--- config.mk ---
export PLATFORM = sky130hd
export DESIGN_NAME = skrt_cell
export DESIGN_NICKNAME = d
export VERILOG_FILES = /design/src/hw/rtl/skrt_pkg.sv /design/src/hw/rtl/skrt_cell.sv
export SDC_FILE = /design/constraint.sdc
export NUM_CORES = 1
export LEC_CHECK = 0
export ABC_CLOCK_PERIOD_IN_PS = 12800
export BUFFER_PORTS_ARGS = -buffer_cell sky130_fd_sc_hd__buf_4
export CORE_AREA = 3 3 322 324
export DETAILED_ROUTE_END_ITERATION = 7
export DIE_AREA = 0 0 325 327
export SYNTH_ARGS = -nofsm -noshare
export SYNTH_HDL_FRONTEND = slang
export SYNTH_SLANG_ARGS = --single-unit
--- constraint.sdc ---
create_clock -name clk -period 12.8 [get_ports clk]
set_clock_uncertainty 0.2 [all_clocks]
set_input_delay 2.56 -clock clk [delete_from_list [all_inputs] [get_ports clk]]
set_output_delay 2.56 -clock clk [all_outputs]
set_load 0.01 [all_outputs]
--- src/hw/rtl/skrt_pkg.sv ---
`timescale 1ns / 1ps

package skrt_pkg;

    localparam int CAPACITY = 16;
    localparam int CNT_W    = $clog2(CAPACITY + 1);

    localparam logic [1:0] OP_INSERT    = 2'd0;
    localparam logic [1:0] OP_REMOVE    = 2'd1;
    localparam logic [1:0] OP_DUMP_ASC  = 2'd2;
    localparam logic [1:0] OP_DUMP_DESC = 2'd3;

    localparam logic [1:0] ST_OK        = 2'd0;
    localparam logic [1:0] ST_NOT_FOUND = 2'd1;
    localparam logic [1:0] ST_FULL      = 2'd2;
    localparam logic [1:0] ST_EMPTY     = 2'd3;

    typedef struct packed {
        logic signed [31:0] key;
        logic [7:0]         age;
        logic [63:0]        name_low;
        logic [63:0]        name_mid;
        logic [31:0]        name_high;
    } rec_t;

    // What a cell shows its neighbors and the readout
    typedef struct packed {
        rec_t rec;
        logic occ;
        logic after;
        logic eq;
        logic tok;
        logic term;
    } link_t;

    // Broadcast controls from the sequencer
    typedef struct packed {
        logic ins;
        logic rm_load;
        logic rm_shift;
        logic dump_load;
        logic step;
        logic desc;
    } cmd_t;

endpackage

--- src/hw/rtl/skrt_cell.sv ---
`timescale 1ns / 1ps

module skrt_cell (
    input  logic                       clk,
    input  logic                       rst_n,
    input  logic [skrt_pkg::CNT_W-1:0] idx,
    input  logic [skrt_pkg::CNT_W-1:0] count,
    input  skrt_pkg::cmd_t             cmd,
    input  skrt_pkg::rec_t             new_rec,
    input  skrt_pkg::link_t            left,
    input  skrt_pkg::link_t            right,
    output skrt_pkg::link_t            link
);
    import skrt_pkg::*;

    rec_t rec_reg;
    logic tok_reg;
    logic tok_next;
    logic ge_reg;
    logic occ;
    logic greater;
    logic eq;
    logic after;

    assign occ     = idx < count;
    assign greater = $signed(rec_reg.key) > $signed(new_rec.key);
    assign eq      = occ && (rec_reg.key == new_rec.key);
    assign after   = !occ || greater;

    assign link.rec   = rec_reg;
    assign link.occ   = occ;
    assign link.after = after;
    assign link.eq    = eq;
    assign link.tok   = tok_reg;
    assign link.term  = cmd.desc ? (idx == '0) : !right.occ;

    // shift right on insert, left on remove
    always_ff @(posedge clk)
    begin
        if (cmd.ins && after)
        begin
            rec_reg <= left.after ? left.rec : new_rec;
        end
        else if (cmd.rm_shift && ge_reg)
        begin
            rec_reg <= right.rec;
        end
    end

    always_comb
    begin
        tok_next = tok_reg;
        if (cmd.rm_load)
        begin
            tok_next = eq && !left.eq;
        end
        else if (cmd.dump_load)
        begin
            tok_next = cmd.desc ? (occ && !right.occ) : (idx == '0);
        end
        else if (cmd.step)
        begin
            tok_next = cmd.desc ? right.tok : left.tok;
        end
    end

    always_ff @(posedge clk or negedge rst_n)
    begin
        if (!rst_n)
        begin
            tok_reg <= 1'b0;
            ge_reg  <= 1'b0;
        end
        else
        begin
            tok_reg <= tok_next;
            if (cmd.rm_load)
            begin
                ge_reg <= !($signed(rec_reg.key) < $signed(new_rec.key));
            end
        end
    end

endmodule

# ---- Word level (Yosys, flattened, before mapping)
# Cells that the tools add are included.
dict set report totals {
  ff_bits 202
  latch_bits 0
  ramBits 0
  mem_bits_ro 0
  in_bits 628
  mem_count 0
}
dict set report classes {
  n_addsub 0
  n_mul 0
  div 0
  order_cmp 3
  n_eq_ne 1
  shifts 0
  n_mux 9
  bitwise 0
  reduce_logical 13
}
# operator count
set ops {}
lappend ops {{$mux 200} 3}
lappend ops {{$eq 32x32->1} 1}
lappend ops {{$gt 32x32->1} 1}
lappend ops {{$lt 32x32->1} 1}
lappend ops {{$mux 1} 6}
lappend ops {{$logic_and 1x1->1} 5}
lappend ops {{$logic_not 5->1} 1}
lappend ops {{$lt 5x5->1} 1}
lappend ops {{$logic_not 1->1} 4}
lappend ops {{$reduce_bool 3->1} 1}
lappend ops {{$reduce_bool 2->1} 1}
lappend ops {{$logic_or 1x1->1} 1}

# ---- Logic depth before layout (Yosys ltp)
dict set report logic_depth {
  ltp_word 5
  ltp_mapped 11
}

# ---- Worst setup path after synthesis
# Ideal clock, no wire load.
dict set report synth_timing {
  path_kind {input to register}
  startpoint {in new_rec[198] in the netlist's numbering}
  endpoint {reg rec_reg (netlist bit link[100]) (enable)}
  setup_ns 0.560
  arrival_ns 8.242
  required_time_ns 12.040
  slack_ns 3.798
  path_stages 10
  cell_sequence {inv_1 > ha_1 > a21oi_1 > nand2_1 > a21o_1 > a211o_1 > o311ai_2 > buf_6 > buf_6 > a21o_1}
}
dict set report synth_between {
  elab_chain_len 4
}
# element line
set synth_lines {}
lappend synth_lines {{from (decl)} skrt_cell.sv:9} ;# input skrt_pkg::rec_t new_rec,
lappend synth_lines {{$gt 32x32->1} skrt_cell.sv:26} ;# assign greater = $signed(rec_reg.key) > $signed(new_rec.key);
lappend synth_lines {{$logic_or 1x1->1} skrt_cell.sv:28} ;# assign after = !occ || greater;
lappend synth_lines {{$logic_and 1x1->1} skrt_cell.sv:40} ;# if (cmd.ins && after)
lappend synth_lines {{$reduce_bool 2->1 (no line)} -}
lappend synth_lines {{to (signal assigned)} skrt_cell.sv:42} ;# rec_reg <= left.after ? left.rec : new_rec;
lappend synth_lines {{to (signal assigned)} skrt_cell.sv:46} ;# rec_reg <= right.rec;
lappend synth_lines {{to (decl)} skrt_cell.sv:16} ;# rec_t rec_reg;
# Every way passes these cells.
# A chain may end at the register's enable or synchronous reset.

==> flow_summary.yaml <==
drt:
  ant_nets: 0
  vias_per_cell: 3.43
  drt-total-wl_mm: 74.6
  dr.pass1.iters: 4
  routedWlPerCell_um: 24.4
  drt_iter0_drc: 521
  vias: 10500
  drc: 0
pwr:
  p_seq_share_pct: 34.9
  power_switching_uw: 1200
  sw_frac_of_total_pct: 34.3
  power.static_leakage_uw: 0.00875
  ir_drop_mv: 0.0959
  combPwrFrac_pct: 41.0
  powerDensity_nw_per_um2: 170
  p_int_uw: 2300
  clockPowerShare_pct: 24.1
yosys:
  synth_warnings: 0
  synth_top_cell_by_area: "edfxtp_1"
  syn_area_um2: 11900
  syn_area_per_cell_um2: 14.3
  yosys.cell_types.count: 37
  syn-num-nets: 1496
  netlist_top_cells_area: "edfxtp_1 (50%), mux2_1 (18%), mux2_2 (17%)"
  yosysSeqAreaShare_pct: 50.8
  synth_top_area_share_pct: 50.4
  synth_cells: 832
  ys_ff_latch: 202
sta:
  final_hold_viol_count: 0
  rsz0062_at_grt: "no"
  min_period_ps: 7600
  setup_viol: 0
  fmax_mhz: 132
  tightest_slew_ps: 978
  min_period_over_period_pct: 59.4
  finalSetupTns_ps: 0
  relSlewSlack_pct: 34.8
  slew_violations: 0
critical_path:
  cp_slowest_stage_delay_ps: 580
  cp-start-kind: "primary input"
  critPathSlowestCell: "nor4_4"
  crit_top_cell: "buf_4"
  path_cells: "buf_4, inv_1, ha_1, nand4_2, nor4_4, o31a_1, nor3_1, xor2_1, a21o_1, buf_4"
  critPathBufInv: 3
  arrival_ps: 4840
  crit_fanout: 5
  critPathKind: "primary input to primary output"
  critical_path_required_ps: 10040
  cp-end-kind: "primary output"
  path_delay_family: "simple AND/OR/NAND/NOR gates"
global_routing:
  grt_pass1_vias: 11000
  grt_use_total_pct: 13.4
  grt_pass1_wl_mm: 97.7
  grt_start_max_net_pins: 67
  antenna_found_initial: 38
  grt_overflow: 0
cts:
  clk_path_buf_depth: 3
  post_cts_buffers: 0
  cts_made_buffers: 30
  cts.htree.levels: 1
  postCtsHoldBufs: 0
  tritoncts: "built"
  cts_root_buf: "clkbuf_16"
  clk_pin_slew_worst_paths_ps: 60
  cts_resized: 0
  clkLatencyLatePin_ps: 600
  numClockSinks: 202
run:
  cap_violations: 0
cells_and_area:
  final_nets: 2313
  area_growth_pct: 72.8
  drive_gt1_share_pct: 64.0
  fin_util_pct: 20.3
  largest_register_ffs: 200
die:
  die_h_um: 327
  dieArea_um2: 106000
  rows: 117
  io_pins: 833
  initial_core_util_pct: 11.8
  die_x_um: 325
  core_um2: 101000
placement:
  dpl.hpwl_mm: 63.6
  gp_congestion: 0.890
  io_buffers: 827
worst_hold_path:
  hold_class: "flip-flop to flip-flop"
outcome:
  status: "completed"
## worst paths after layout
check	startpoint	to	slack [ps]	cells past startpoint
hold reg to reg	ge_reg$_DFFE_PN0P_	ge_reg$_DFFE_PN0P_	370	1
min in group asynchronous	rst_n	ge_reg$_DFFE_PN0P_	1550	1
setup reg to reg	link[204]$_DFFE_PP_	link[29]$_DFFE_PP_	8120	9
hold / removal	ge_reg$_DFFE_PN0P_	ge_reg$_DFFE_PN0P_	370	1
max in group asynchronous	rst_n	tok_reg$_DFFE_PN0P_	10760	1
setup / recovery	new_rec[199]	link[3]	5200	10
## cells by family (layout without fill, tap and decap cells)
| kind of cell | after synthesis | in the layout | synth area share (%) |
|---|---|---|---|
| buf+inv | 90 | 931 | 4.19 |
| compound gates | 66 | 66 | 3.32 |
| fa+ha+maj | 36 | 36 | 3.78 |
| other cells | 0 | 17 | 0 |
| xor+xnor | 1 | 1 | 0.0735 |
| simple gates | 66 | 66 | 2.75 |
| mux | 371 | 371 | 35.1 |
| flops | 202 | 202 | 50.8 |
## cells in the final DEF, fill, tap and decap left out, types with 3 or more instances in the layout
cell type	count
nand2_1	35
mux2_2	181
buf_4	836
clkinv_2	4
diode_2	17
nand3_1	6
a21oi_1	14
inv_1	38
clkinv_1	3
o21ai_0	32
clkbuf_8	3
clkbuf_1	8
ha_1	36
edfxtp_1	200
mux2_1	189
a21o_1	6
nor2_1	8
clkbuf_16	31
nand4_1	7
## layer usage
metal	GRT usage [%]	routed length (um)	up-vias
li1	-	-	4822
met1	16.8	31900	5032
met2	21.6	34100	525
met3	5.58	7090	90
met4	2.72	1370	10
met5	0	68	-
## power by group through the flow
stage	clock network, uW	registers, uW	logic (uW)
finish	846	1220	1440
global route	907	1250	1560
CTS	887	1230	1480
detailed placement	0	1230	1470
global placement	0	1230	1470
floorplan	0	1400	544
## cell type report
type	count	area, um^2
multi-input cells	540	5390
fillers	11100	80800
well taps	1368	1710
clock buffers	42	847
flip-flops and latches	202	6060
diodes	17	42.5
clock inverters	14	133
inverters	38	143
repair buffers	837	6290
## stage by stage
step	hold WS, ps	instance area, um^2	total power, uW	setup slack (ps)	std cells
after floorplan	281	11900	1950	3800	832
after global placement	347	19600	2700	5180	2985
after detailed placement	357	19600	2710	5140	2985
after CTS	372	20600	3590	5130	3041
after global routing	389	20600	3720	5070	3043
final	374	20600	3510	5200	3058
## worst register-to-register path: stages, from the launching register on
cell and delay, ps:
edfxtp_1 440, ha_1 460, nand4_2 280, nor4_4 580, o31a_1 300, o21ai_1 130, o311ai_4 90, buf_4 500
a21o_4 430, buf_4 750
## cell usage after synthesis (all sizes together)
cell type and number:
nor2 8, mux2 370, clkbuf 26, o21ai 34
a21boi 2, o211ai 2, o21a 1, nand2 35
nor4b 2, a21oi 14, nand4 8, nand2b 1
o311ai 1, a211o 2, o311a 1, nor3 1
dfrtp 2, and3 1, buf 26, nor2b 1
nor4 1, a21o 7, xor2 1, mux4 1
inv 38, or4 1, o31a 1, edfxtp 200
a22oi 1, ha 36, nand3 7
(Power assumes the default switching activity.)
